`src/design/mbsd_pkg.sv`:
```
`timescale 1ns / 1ps
// ----------------------------------------------------------------------------
// mbsd_pkg
// Shared register map, reset constants and result type of the multiplexed button scanner.
// ----------------------------------------------------------------------------
package mbsd_pkg;

	typedef enum logic [1:0] {
		REG_CHANNEL_COUNT = 2'd0,
		REG_SETTLE_US     = 2'd1,
		REG_DEBOUNCE_MS   = 2'd2
	} reg_idx_t;

	localparam logic [4:0]  CHANNEL_COUNT_RESET = 5'd16;
	localparam logic [15:0] SETTLE_US_RESET     = 16'd10;
	localparam logic [15:0] DEBOUNCE_MS_RESET   = 16'd20;

	typedef struct packed {
		logic [3:0]  select_addr;
		logic [15:0] pressed;
		logic        sampled;
	} result_t;

endpackage

```
`src/design/mux_button_scan_debounce.sv`:
```
`timescale 1ns / 1ps
// ----------------------------------------------------------------------------
// mux_button_scan_debounce
// Round-robin scan of a multiplexed button matrix with per-channel debounce.
// ----------------------------------------------------------------------------
// The block takes one microsecond tick per clock cycle while in_ready is high
// and returns exactly one result per tick; all scan, settle and debounce state
// is updated in the cycle the tick is accepted, by a single pass of logic whose
// longest path is the 32-bit elapsed-time subtract and compare. A two-entry
// output buffer lets ticks keep arriving while a result waits, so in_ready
// drops only when both entries are full. The per-channel change times live in
// flip-flops cleared by reset, so no clearing pass is needed.
module mux_button_scan_debounce #(
	parameter int CHANNELS = 16
) (
	input  logic        clk,
	input  logic        arst_n,
	input  logic        psel,
	input  logic        penable,
	input  logic        pwrite,
	input  logic [3:0]  paddr,
	input  logic [31:0] pwdata,
	output logic [31:0] prdata,
	output logic        pready,
	input  logic        in_valid,
	output logic        in_ready,
	input  logic        sig_level,
	input  logic        ms_tick,
	output logic        out_valid,
	input  logic        out_ready,
	output logic [3:0]  select_addr,
	output logic [15:0] pressed,
	output logic        sampled
);
	import mbsd_pkg::*;

	localparam int CW = (CHANNELS > 1) ? $clog2(CHANNELS) : 1;

	logic [4:0]  channel_count_q;
	logic [15:0] settle_us_q;
	logic [15:0] debounce_ms_q;

	logic [CW-1:0]       cur_q;
	logic [15:0]         settle_left_q;
	logic [CHANNELS-1:0] raw_q;
	logic [CHANNELS-1:0] stable_q;
	logic [31:0]         last_change_q [CHANNELS];
	logic [31:0]         ms_time_q;
	logic                priming_q;

	result_t out_q, skid_q, res;
	logic    out_valid_q, skid_valid_q;

	logic                accept, take, cfg_wr;
	reg_idx_t            reg_idx;
	logic [4:0]          n_active, cur_inc;
	logic [15:0]         settle_dec, mask16, stable16;
	logic                do_sample, wrap, prev_bit, stab_bit, new_stab;
	logic [31:0]         ms_next, last_cur, new_last, elapsed;
	logic [CW-1:0]       next_ch, cur_next;
	logic [CHANNELS-1:0] stable_next;

	assign pready  = 1'b1;
	assign reg_idx = reg_idx_t'(paddr[3:2]);
	assign cfg_wr  = psel & penable & pwrite;

	always_ff @(posedge clk or negedge arst_n) begin
		if (!arst_n) begin
			channel_count_q <= CHANNEL_COUNT_RESET;
			settle_us_q     <= SETTLE_US_RESET;
			debounce_ms_q   <= DEBOUNCE_MS_RESET;
		end else if (cfg_wr) begin
			case (reg_idx)
				REG_CHANNEL_COUNT: channel_count_q <= pwdata[4:0];
				REG_SETTLE_US:     settle_us_q     <= pwdata[15:0];
				REG_DEBOUNCE_MS:   debounce_ms_q   <= pwdata[15:0];
				default: ;
			endcase
		end
	end

	always_comb begin
		case (reg_idx)
			REG_CHANNEL_COUNT: prdata = {27'd0, channel_count_q};
			REG_SETTLE_US:     prdata = {16'd0, settle_us_q};
			REG_DEBOUNCE_MS:   prdata = {16'd0, debounce_ms_q};
			default:           prdata = 32'd0;
		endcase
	end

	assign in_ready = ~skid_valid_q;
	assign accept   = in_valid & in_ready;
	assign take     = out_valid_q & out_ready;

	always_comb begin
		if (channel_count_q == 5'd0) begin
			n_active = 5'd1;
		end else if (channel_count_q > 5'(CHANNELS)) begin
			n_active = 5'(CHANNELS);
		end else begin
			n_active = channel_count_q;
		end
		for (int i = 0; i < 16; i++) begin
			mask16[i] = (5'(i) < n_active);
		end

		ms_next    = ms_time_q + {31'd0, ms_tick};
		settle_dec = (settle_left_q != 16'd0) ? settle_left_q - 16'd1 : 16'd0;
		do_sample  = (settle_dec == 16'd0);

		prev_bit = raw_q[cur_q];
		stab_bit = stable_q[cur_q];
		last_cur = last_change_q[cur_q];
		if (priming_q || (sig_level != prev_bit)) begin
			new_last = ms_next;
		end else begin
			new_last = last_cur;
		end
		elapsed = ms_next - new_last;
		if (priming_q) begin
			new_stab = sig_level;
		end else if ((sig_level != stab_bit) && (elapsed >= {16'd0, debounce_ms_q})) begin
			new_stab = sig_level;
		end else begin
			new_stab = stab_bit;
		end

		cur_inc = 5'(cur_q) + 5'd1;
		wrap    = (cur_inc >= n_active);
		next_ch = wrap ? '0 : cur_inc[CW-1:0];

		stable_next = stable_q;
		cur_next    = cur_q;
		if (do_sample) begin
			stable_next[cur_q] = new_stab;
			cur_next           = next_ch;
		end
		stable16 = 16'(stable_next);

		res.select_addr = 4'(cur_next);
		res.pressed     = ~stable16 & mask16;
		res.sampled     = do_sample;
	end

	always_ff @(posedge clk or negedge arst_n) begin
		if (!arst_n) begin
			cur_q         <= '0;
			settle_left_q <= SETTLE_US_RESET;
			raw_q         <= '1;
			stable_q      <= '1;
			ms_time_q     <= 32'd0;
			priming_q     <= 1'b1;
			for (int i = 0; i < CHANNELS; i++) begin
				last_change_q[i] <= 32'd0;
			end
		end else if (accept) begin
			ms_time_q <= ms_next;
			stable_q  <= stable_next;
			cur_q     <= cur_next;
			if (do_sample) begin
				settle_left_q        <= settle_us_q;
				raw_q[cur_q]         <= sig_level;
				last_change_q[cur_q] <= new_last;
				if (wrap) begin
					priming_q <= 1'b0;
				end
			end else begin
				settle_left_q <= settle_dec;
			end
		end
	end

	always_ff @(posedge clk or negedge arst_n) begin
		if (!arst_n) begin
			out_valid_q  <= 1'b0;
			skid_valid_q <= 1'b0;
		end else if (take) begin
			skid_valid_q <= 1'b0;
			out_valid_q  <= skid_valid_q | accept;
		end else if (accept) begin
			if (out_valid_q) begin
				skid_valid_q <= 1'b1;
			end else begin
				out_valid_q <= 1'b1;
			end
		end
	end

	always_ff @(posedge clk) begin
		if (take) begin
			if (skid_valid_q) begin
				out_q <= skid_q;
			end else if (accept) begin
				out_q <= res;
			end
		end else if (accept) begin
			if (out_valid_q) begin
				skid_q <= res;
			end else begin
				out_q <= res;
			end
		end
	end

	assign out_valid   = out_valid_q;
	assign select_addr = out_q.select_addr;
	assign pressed     = out_q.pressed;
	assign sampled     = out_q.sampled;

`ifndef ASSERT_OFF
	a_skid_implies_out: assert property (@(posedge clk) disable iff (!arst_n)
		skid_valid_q |-> out_valid_q)
		else $error("Skid entry holds a result while the output entry is empty.");

	a_channel_in_range: assert property (@(posedge clk) disable iff (!arst_n)
		{1'b0, 4'(cur_q)} < 5'(CHANNELS))
		else $error("Current channel lies beyond the configured channel limit.");

	a_priming_ends_on_wrap: assert property (@(posedge clk) disable iff (!arst_n)
		$fell(priming_q) |-> ($past(accept) && $past(do_sample) && (cur_q == '0)))
		else $error("First pass ended without a sampled wrap to channel zero.");

	a_settle_reload: assert property (@(posedge clk) disable iff (!arst_n)
		(accept && do_sample) |=> (settle_left_q == $past(settle_us_q)))
		else $error("Settle counter was not reloaded after a sample.");
`endif

endmodule

```
`config.mk`:
```
export PLATFORM = sky130hd
export DESIGN_NAME = mux_button_scan_debounce
export DESIGN_NICKNAME = d
export VERILOG_FILES = /design/src/design/mbsd_pkg.sv /design/src/design/mux_button_scan_debounce.sv
export SDC_FILE = /design/constraint.sdc
export NUM_CORES = 1
export LEC_CHECK = 0
export BUFFER_PORTS_ARGS = -buffer_cell sky130_fd_sc_hd__clkbuf_2
export CAP_MARGIN = 5
export CELL_PAD_IN_SITES_DETAIL_PLACEMENT = 0
export CELL_PAD_IN_SITES_GLOBAL_PLACEMENT = 2
export CORE_ASPECT_RATIO = 1.25
export CORE_MARGIN = 2
export CORE_UTILIZATION = 42
export DETAILED_ROUTE_END_ITERATION = 7
export PLACE_DENSITY = 0.8
export SLEW_MARGIN = 25
export SYNTH_ARGS = -nofsm -noshare
export SYNTH_HDL_FRONTEND = slang
export SYNTH_SLANG_ARGS = --single-unit
```
`constraint.sdc`:
```
create_clock -name clk -period 9.6 [get_ports clk]
set_input_delay 0.48 -clock clk [delete_from_list [all_inputs] [get_ports clk]]
set_output_delay 0.48 -clock clk [all_outputs]
set_load 0.02 [all_outputs]
```
==> impl_metrics.toml, run 1 <==
[power_and_ir_drop]
leakage_nw = 16.27
peakVddDrop_mv = 0.1087
powerDensity_mw_per_mm2 = 191.9
power_mw = 7.242

[drt]
via_count = 24660
routed_via_density = 5.667
drc = 0
wire_per_inst_um = 22.01
drt_iter0_markers = 1822
wirelength_um = 95750
detail-route-antenna-nets = 0
first_pass_iters = 6

[synth]
yosysWarnings = 0
ys_ff_latch = 678
avgSynthCellArea_um2 = 10.35
ys.flop_type = "dfrtp_1"
synth-async-reset-ratio_pct = 93.81
syn_area_mm2 = 0.03397
ys_seq_area_share_pct = 50.72
syn_inst = 3283
synth_cell_types = 81
synth_edf_count = 42

[cts]
cts.sinks = 678
clkTransAtPathRegs_ns = 0.07
ctsHoldBuffers = 0
cts_buffer_depth = 3
cts_setup_buffers = 0
clk-insertion-delay-late_ns = 0.64
cts.htree.levels = 3
cts_inserted_buffers = 72
tritoncts = "yes"
postCtsResizedCells = 0
root_buffer = "clkbuf_16"

[floorplan]
die_y_um = 321.9
dieArea_mm2 = 0.08317
row_count = 116
core_mm2 = 0.08012
initial_core_util_pct = 42.39
die_w_um = 258.4
ios = 101

[worst_setup_path]
worst-path-buf-inv = 2
critical_path.max_stage_delay_ns = 0.70
slowest_stage = "dfrtp_4"
start_kind = "flop"
crit_family = "compound AO/OA/AOI/OAI gates"
crit_required_ns = 10.05
cp-end-kind = "flop"
cp_max_fo = 23
crit_type = "flop to flop"
crit_path_frequent_cell = "a21oi_1"
worst_ep_arrival_time_ns = 9.16

[grt]
grt.overflow.total = 0
grt_pass1_vias = 25190
grt.total_usage_pct = 23.50
antenna_found_initial = 1
grt_start_max_net_pins = 181
grt_pass1_wl_um = 150200

[sta]
setup-violations-final = 0
slew_headroom_pct = 29.64
report.final.hold_viol_count = 0
fmax_ghz = 0.1149
final.setup_skew_ns = 0.02423
rsz0062_at_grt = "no"
setup_tns_ns = 0
hold-worst-slack_ns = 0.06779
min_period_over_period_pct = 90.69
finalCriticalPeriod_ns = 8.707
slew_violations = 0
worstMarginPinSlew_ns = 1.055

[final_layout]
fin_area_mm2 = 0.03773
final_cell_mix = "nand2_1, o21ai_0, dfrtp_1, mux4_2, nor2_1"
final_net_count = 3336
area_delta_synth_final_pct = 11.09
utilization_pct = 47.10
drive_above_1_share_pct = 17.21
fillers = 7476
final_common_cell = "nand2_1"
antenna_cells = 0

[job]
drv_cap = 0

[place]
placed_area_mm2 = 0.03522
hpwlAfterDp_um = 58450
place_congestion = 0.8500
io_buffers = 65

[hold_path]
hp-class = "input pin to flop"

[outcome]
status = "complete, no violations"
area by class of cell:
| cell class | instances | area [um2] | area share [%] |
|---|---|---|---|
| Clock buffer | 105 | 2108 | 5.588 |
| Clock inverter | 24 | 294.0 | 0.7793 |
| Inverter | 49 | 183.9 | 0.4875 |
| Multi-Input combinational cell | 2300 | 15620 | 41.39 |
| Sequential cell | 678 | 17240 | 45.70 |
| Tap cell | 1062 | 1329 | 3.522 |
| Timing Repair Buffer | 133 | 958.4 | 2.540 |
final timing paths:
path	start	to	slack, ns	cells past startpoint
max	cur_q[2]	skid_q[2]	0.89	25
min	pwdata[8]	debounce_ms_q[8]	0.07	3
max reg2reg	cur_q[2]	skid_q[2]	0.89	25
min reg2reg	last_change_q[3]	last_change_q[3]	0.47	2
max in group asynchronous	arst_n	last_change_q[79]	6.94	5
min in group asynchronous	arst_n	last_change_q[386]	0.33	2
kinds of logic after synthesis:
group | synth area share [%]
AO/OA/AOI/OAI | 14.33
XOR/XNOR | 2.140
adder cells (fa/ha/maj) | 2.122
buffers and inverters | 3.839
flip-flops | 50.72
multiplexers | 14.31
other | 0.02211
AND/OR/NAND/NOR | 12.52
per-layer routing:
metal,vias up,track usage [%],part of all wire (%),routed length [um]
met4,2,9.133,3.3,3165
met5,-,0,0.014,13
met2,579,40.65,50,47950
li1,11490,-,-,-
met1,12410,30.15,42,40510
met3,174,2.817,4.3,4111
where the power goes:
group,leakage (nW),switching [mW],internal (mW)
clock network,1.19,1.19,1.67
logic,6.04,0.788,0.462
registers,9.03,0.104,3.03
total,16.3,2.08,5.16
flip-flops by register name, summed over array words and instances, names as in the netlist, 4 cells and up:
| name | flops |
|---|---|
| ms_time_q | 32 |
| channel_count_q | 5 |
| pressed | 16 |
| settle_us_q | 16 |
| last_change_q | 512 |
| raw_q | 16 |
| select_addr | 4 |
| debounce_ms_q | 16 |
| cur_q | 4 |
| skid_q | 21 |
| settle_left_q | 16 |
| stable_q | 16 |
cells in the mapped netlist, types with 16 or more instances:
cell | count | area [um2]
and3_1 | 17 | 106.4
inv_1 | 47 | 176.4
nor3_1 | 37 | 185.2
nand2_1 | 667 | 2504
a31oi_1 | 16 | 100.1
mux2i_1 | 57 | 570.6
buf_4 | 22 | 165.2
mux2_2 | 64 | 720.7
clkbuf_1 | 227 | 852.1
xnor2_1 | 50 | 437.9
xor2_1 | 33 | 289.0
edfxtp_1 | 42 | 1261
o21ai_0 | 603 | 3018
nand4_1 | 22 | 137.6
nor2_1 | 103 | 386.6
ha_1 | 56 | 700.7
buf_1 | 16 | 60.06
dfrtp_1 | 596 | 14910
mux4_2 | 157 | 3536
a21o_1 | 30 | 225.2
nand3_1 | 52 | 260.3
a21oi_1 | 95 | 475.5
dfstp_2 | 40 | 1051
per-stage QoR:
stage / worst slack, ns / std cells
finish: 0.8934 / 4351
global route: 0.2097 / 4351
CTS: 0.8614 / 4347
detailed placement: 0.9140 / 4218
global placement: 0.9618 / 4218
floorplan: 1.366 / 3298
tightest hold or removal path: stages:
cell,delay [ns]
clkbuf_2,0.09
nand2_1,0.04
o21ai_0,0.06
Note: power is estimated with default switching activity, not from simulation.
==> run 2: changes to the inputs <==
--- a/config.mk
+++ b/config.mk
@@ -5,13 +5,14 @@
 export SDC_FILE = /design/constraint.sdc
 export NUM_CORES = 1
 export LEC_CHECK = 0
+export ABC_AREA = 1
 export BUFFER_PORTS_ARGS = -buffer_cell sky130_fd_sc_hd__clkbuf_2
 export CAP_MARGIN = 5
 export CELL_PAD_IN_SITES_DETAIL_PLACEMENT = 0
 export CELL_PAD_IN_SITES_GLOBAL_PLACEMENT = 2
 export CORE_ASPECT_RATIO = 1.25
 export CORE_MARGIN = 2
-export CORE_UTILIZATION = 42
+export CORE_UTILIZATION = 38
 export DETAILED_ROUTE_END_ITERATION = 7
 export PLACE_DENSITY = 0.8
 export SLEW_MARGIN = 25
==> run 2 against run 1 <==
Design area grew 1.1%. First-iteration DRC count grew 26%. Utilization shrank 4.6 points. Register-to-register slack gained 0.61 ns. Sequential power grew 3%. Area after synthesis grew 1.0%. Sequential share of layout area shrank 0.53 points. Combinational power grew to 3.8 times the previous value. Hold slack gained 0.033 ns. Flip-flop and latch count is the same. Total power grew 51%. Via count grew 17%. Critical endpoint is now pressed[0]. Largest cell class unchanged.
==> impl_metrics.toml, run 2 <==
[synth]
synth_edf_count = 42
netlist_top_cells_count = "nand2_1, o21ai_0, dfrtp_1, nor2_1, inv_1"
yosysTopAreaCell = "dfrtp_1"
syn_inst = 4377
yosysWarnings = 0
ys_ff_latch = 678
synthTopCellsByArea = "dfrtp_1, o21ai_0, nand2_1, nor2_1, edfxtp_1"
avgSynthCellArea_um2 = 7.839
syn_area_mm2 = 0.03431
synth_cell_types = 61
ys.flop_type = "dfrtp_1"
yosysTopAreaCellShare_pct = 43.47
synth.most_common_cell = "nand2_1"
ys_seq_area_share_pct = 50.21
synth-async-reset-ratio_pct = 93.81

[cts]
cts.sinks = 678
ctsHoldBuffers = 1
cts_setup_buffers = 0
root_buffer = "clkbuf_16"
cts_buffer_depth = 3
cts_inserted_buffers = 76
postCtsResizedCells = 0
clk-insertion-delay-late_ns = 0.64
clkTransAtPathRegs_ns = 0.06
cts.htree.levels = 3
tritoncts = "yes"

[floorplan]
ios = 101
core_mm2 = 0.08972
dieArea_mm2 = 0.09272
initial_core_util_pct = 38.24
die_w_um = 272.8
die_y_um = 340.0
row_count = 123

[worst_setup_path]
worst_ep_arrival_time_ns = 8.48
slowest_stage = "inv_2"
crit_required_ns = 9.99
cp-end-kind = "flop"
critical_path.max_stage_delay_ns = 0.73
crit_type = "flop to flop"
start_kind = "flop"
cp_max_fo = 21
crit_path_frequent_cell = "nand2_1"

[sta]
report.final.hold_viol_count = 0
fmax_ghz = 0.1235
finalCriticalPeriod_ns = 8.097
slew_headroom_pct = 28.61
slew_violations = 0
rsz0062_at_grt = "no"
worstMarginPinSlew_ns = 1.071
final.setup_skew_ns = 0.02910
min_period_over_period_pct = 84.35
setup-violations-final = 0
setup_tns_ns = 0

[power_and_ir_drop]
p_sw_share_pct = 44.50
leakage_nw = 17.25
p_switching_mw = 4.852
p_comb_share_pct = 43.3
powerDensity_mw_per_mm2 = 285.7
p_seq_share_pct = 29.5
p_int_mw = 6.050
clkPwrFrac_pct = 27.1
peakVddDrop_mv = 0.1588

[grt]
grt.overflow.total = 0
antenna_found_initial = 0
grt_pass1_wl_um = 172100
grt_start_max_net_pins = 164
grt.total_usage_pct = 24.11
grt_pass1_vias = 28250

[drt]
drc = 0
dr_wl_met2_um = 52190
first_pass_iters = 6
wl_met3_um = 4990
wire_per_inst_um = 20.06
top_layer = "met4"
wl_met1_um = 50920
routed_via_density = 5.216
via_count = 28860
detail-route-antenna-nets = 0
wirelength_um = 111000
drt_iter0_markers = 2293

[final_layout]
final_cell_mix = "nand2_1, o21ai_0, dfrtp_1, nor2_1, inv_1"
multi_input_area_mm2 = 0.01486
fin_area_mm2 = 0.03816
seq_area_mm2 = 0.01723
largest_reg_flops = 512
fillers = 9345
area_delta_synth_final_pct = 11.21
final_common_cell = "nand2_1"
final_net_count = 4387
top_register = "last_change_q"
drive_above_1_share_pct = 8.237
reg_top3 = "last_change_q: 512 flops, ms_time_q: 32 flops, skid_q: 21 flops"
antenna_cells = 0

[place]
hpwlAfterDp_um = 65170
io_buffers = 65
placed_area_mm2 = 0.03552
place_congestion = 0.8410

[job]
drv_cap = 0

[outcome]
status = "complete, no violations"

[hold_path]
hp-class = "input pin to flop"
run 2: worst max-delay path, delay by kind of cell (launching register included):
kind | cells | cell delay, ns
simple gates | 22 | 3.50
flops | 1 | 0.53
fa+ha+maj | 2 | 0.79
buf+inv | 5 | 2.07
xor+xnor | 1 | 0.24
compound gates | 3 | 0.71
run 2: path summary, 6_finish.rpt:
kind | startpoint | end | slack [ns] | depth (start not counted)
hold reg to reg | last_change_q[36] | last_change_q[36] | 0.48 | 2
hold / removal | pwdata[10] | settle_us_q[10] | 0.10 | 3
setup reg to reg | cur_q[2] | pressed[0] | 1.50 | 33
min in group asynchronous | arst_n | last_change_q[354] | 0.45 | 2
max in group asynchronous | arst_n | last_change_q[491] | 6.98 | 5
setup / recovery | cur_q[2] | pressed[0] | 1.50 | 33
run 2: area by class of cell:
| class | instances | area share, % |
|---|---|---|
| clock buffers | 114 | 5.948 |
| well taps | 1187 | 3.892 |
| multi-input cells | 3090 | 38.95 |
| flip-flops and latches | 678 | 45.17 |
| repair buffers | 117 | 2.220 |
| clock inverters | 25 | 0.6165 |
| inverters | 322 | 3.207 |
run 2: layer usage:
| layer | track usage, % | vias to the layer above |
|---|---|---|
| met5 | 0 | - |
| met4 | 6.960 | 0 |
| met3 | 3.563 | 158 |
| met2 | 39.82 | 577 |
| met1 | 32.82 | 13920 |
| li1 | - | 14200 |
run 2: kinds of logic after synthesis:
logic type	share of synthesized area, %
compound gates	18.77
xor+xnor	1.098
fa+ha+maj	2.100
buf+inv	7.261
flops	50.21
other cells	0.02189
simple gates	20.54
run 2: power groups by stage:
| stage | combinational (mW) | sequential, mW | clock, mW |
|---|---|---|---|
| 4_1_cts | 4.76 | 3.22 | 3.04 |
| 2_1_floorplan | 3.12 | 3.25 | 0 |
| 5_1_grt | 5.34 | 3.24 | 3.15 |
| 6_report | 4.72 | 3.22 | 2.96 |
| 3_3_place_gp | 4.74 | 3.27 | 0 |
| 3_5_place_dp | 4.73 | 3.27 | 0 |
run 2: per-stage QoR:
stage | instances | total power, mW | worst slack [ns] | hold WS, ns | utilization, %
after floorplan | 4392 | 6.370 | 3.998 | 0.1844 | -
after global placement | 5387 | 8.012 | 1.560 | 0.4600 | 39.55
after detailed placement | 5388 | 7.997 | 1.530 | 0.4677 | 39.59
after CTS | 5528 | 11.02 | 1.473 | 0.06826 | 42.40
after global routing | 5533 | 11.73 | 0.8233 | 0.1018 | 42.53
final | 5533 | 10.90 | 1.503 | 0.1008 | 42.53
==> run 3: changes to the inputs <==
--- a/config.mk
+++ b/config.mk
@@ -12,9 +12,9 @@
 export CELL_PAD_IN_SITES_GLOBAL_PLACEMENT = 2
 export CORE_ASPECT_RATIO = 1.25
 export CORE_MARGIN = 2
-export CORE_UTILIZATION = 38
+export CORE_UTILIZATION = 34
 export DETAILED_ROUTE_END_ITERATION = 7
-export PLACE_DENSITY = 0.8
+export PLACE_DENSITY = 0.76
 export SLEW_MARGIN = 25
 export SYNTH_ARGS = -nofsm -noshare
 export SYNTH_HDL_FRONTEND = slang
==> constraint.sdc (replaced) <==
create_clock -name clk -period 6.5 [get_ports clk]
set_input_delay 0.325 -clock clk [delete_from_list [all_inputs] [get_ports clk]]
set_output_delay 0.325 -clock clk [all_outputs]
set_load 0.02 [all_outputs]
==> run 3 against run 2 <==
First-iteration DRC count rose by 6.3%. Utilization fell by 3.3 points. Routed wire length rose by 3.7%. Largest power group unchanged. Hold slack got worse by 0.021 ns. Count of clock-buffer cells in the layout rose by 5. Non-clock buffer count rose by 118. Combinational power rose by 66%. Worst setup slack got worse by 1.0 ns. Largest cell class unchanged. Critical path type unchanged. Global-route usage fell by 1.7 points. Die area rose by 12%. Register-to-register slack got worse by 1.0 ns. Via count rose by 1.4%.
==> impl_metrics.toml, run 3 (synthesized netlist as in run 2, its figures left out) <==
[outcome]
status = "complete, no violations"

[worst_setup_path]
worstReg2RegEnd = "pressed[4]"
crit_required_ns = 6.87
reg2reg_depth = 35
critical_path.max_stage_delay_ns = 0.63
crit_family = "simple AND/OR/NAND/NOR gates"
crit_type = "flop to flop"
crit_path_frequent_cell = "nand2_1"
worst-path-buf-inv = 6
slowest_stage = "dfrtp_4"
start_kind = "flop"
r2r_slack_ns = 0.48
timing.rr.start = "cur_q[1]"
worst_ep_arrival_time_ns = 6.39
cp_max_fo = 32
cp-end-kind = "flop"

[hold_path]
hp-class = "input pin to flop"
hold_path_depth = 3
hold_end = "raw_q[6]"
worstHoldStart = "sig_level"

[final_layout]
drive_above_1_share_pct = 10.13
fin_area_mm2 = 0.03936
area_delta_synth_final_pct = 14.71
top_register = "last_change_q"
fin_cells = 5785
final_cell_mix = "nand2_1, o21ai_0, dfrtp_1, nor2_1, inv_1"
reg_top3 = "last_change_q: 512 flops, ms_time_q: 32 flops, skid_q: 21 flops"
largest_reg_flops = 512
final_net_count = 4506
final_common_cell = "nand2_1"

[power_and_ir_drop]
powerDensity_mw_per_mm2 = 432.7
leakage_nw = 17.83
p_comb_share_pct = 45.9
p_seq_share_pct = 27.8
clkPwrFrac_pct = 26.2
p_int_mw = 9.596
power_mw = 17.03
p_switching_mw = 7.433
p_sw_share_pct = 43.65
peakVddDrop_mv = 0.1980

[grt]
grt_pass1_vias = 29330
grt_pass1_wl_um = 179000
grt.total_usage_pct = 22.37
antenna_found_initial = 3
grt.overflow.total = 0
grt_start_max_net_pins = 175

[place]
dp.cells = 5624
hpwlAfterDp_um = 69020
placed_area_mm2 = 0.03655
io_buffers = 65
place_congestion = 0.8283

[drt]
wirelength_um = 115100
routed_via_density = 5.058
wire_per_inst_um = 19.89
first_pass_iters = 5
via_count = 29260
detail-route-antenna-nets = 0
drt_iter0_markers = 2437
drc = 0

[sta]
finalCriticalPeriod_ns = 6.020
setup-violations-final = 0
fmax_ghz = 0.1661
worstMarginPinSlew_ns = 1.032
rsz0062_at_grt = "no"
setup_tns_ns = 0
report.final.hold_viol_count = 0
slew_headroom_pct = 31.20
slew_violations = 0
final.setup_skew_ns = 0.02828
min_period_over_period_pct = 92.61

[floorplan]
initial_core_util_pct = 34.19
die_y_um = 359.2
ios = 101
core_mm2 = 0.1004
row_count = 130
dieArea_mm2 = 0.1035
die_w_um = 288.1

[cts]
cts.htree.levels = 3
cts_inserted_buffers = 77
tritoncts = "yes"
root_buffer = "clkbuf_16"
clk-insertion-delay-late_ns = 0.65
cts_buffer_depth = 3
clkTransAtPathRegs_ns = 0.06
cts.sinks = 678

[job]
drv_cap = 0
run 3: worst max-delay path by stage:
stage / startpoint / end / slack, ns / cells past startpoint
final: cur_q[1] / pressed[4] / 0.48 / 35
after global routing: cur_q[1] / pressed[4] / 0.02 / 41
after CTS: cur_q[1] / pressed[4] / 0.33 / 35
after detailed placement: cur_q[1] / pressed[4] / 0.39 / 35
after global placement: cur_q[1] / pressed[4] / 0.42 / 36
after floorplan: cur_q[0] / pressed[7] / 0.90 / 44
run 3: final cells by class:
class                      instances  area (um2)
antenna                            1       2.502
clock buffer                     119        2318
clock inverter                    20       234.0
fill                           10500       61000
inverter                         322        1224
multi-input combinational       3090       14850
sequential                       678       17230
tap                             1320        1652
timing repair buffer             235        1842
run 3: what timing repair did:
| item | in CTS | in global routing |
|---|---|---|
| resized for setup | 0 | 3 |
| endpoints found under the setup margin | 0 | 33 |
| hold buffers | 18 | 0 |
| hold endpoints to repair | 125 | 0 |
| buffers inserted | 0 | 1 |
run 3: worst reg2reg max path: cells and delay by family (launching register included):
kind	cells	cell delay, ns
AND/OR/NAND/NOR	20	2.35
adder cells (fa/ha/maj)	2	0.65
flip-flops	1	0.63
AO/OA/AOI/OAI	6	0.89
buffers and inverters	6	0.99
XOR/XNOR	1	0.25
run 3: power by group through the flow:
stage                     Sequential [mW]  Clock [mW]  Combinational (mW)
after global routing                 4.77        4.74                8.76
after global placement               4.82           0                7.83
final                                4.74        4.47                7.82
after CTS                            4.74        4.59                7.85
after detailed placement             4.82           0                7.79
after floorplan                      4.80           0                4.61
run 3: metrics by stage:
| stage | hold slack (ns) | utilization, % | setup WS (ns) |
|---|---|---|---|
| 2_1_floorplan | 0.02941 | - | 0.8981 |
| 3_3_place_gp | 0.4338 | 36.41 | 0.4181 |
| 3_5_place_dp | 0.4401 | 36.42 | 0.3855 |
| 4_1_cts | 0.03337 | 39.14 | 0.3259 |
| 5_1_grt | 0.06982 | 39.21 | 0.01709 |
| 6_report | 0.08015 | 39.22 | 0.4800 |
run 3: per-layer routing:
layer  part of all wire (%)  global-route usage, %  vias up
met5                      0                      0        -
met4                    1.6                  4.673        0
met3                    3.4                  2.373      123
met2                     48                  37.43      492
met1                     47                  31.20    14190
li1                       -                      -    14460
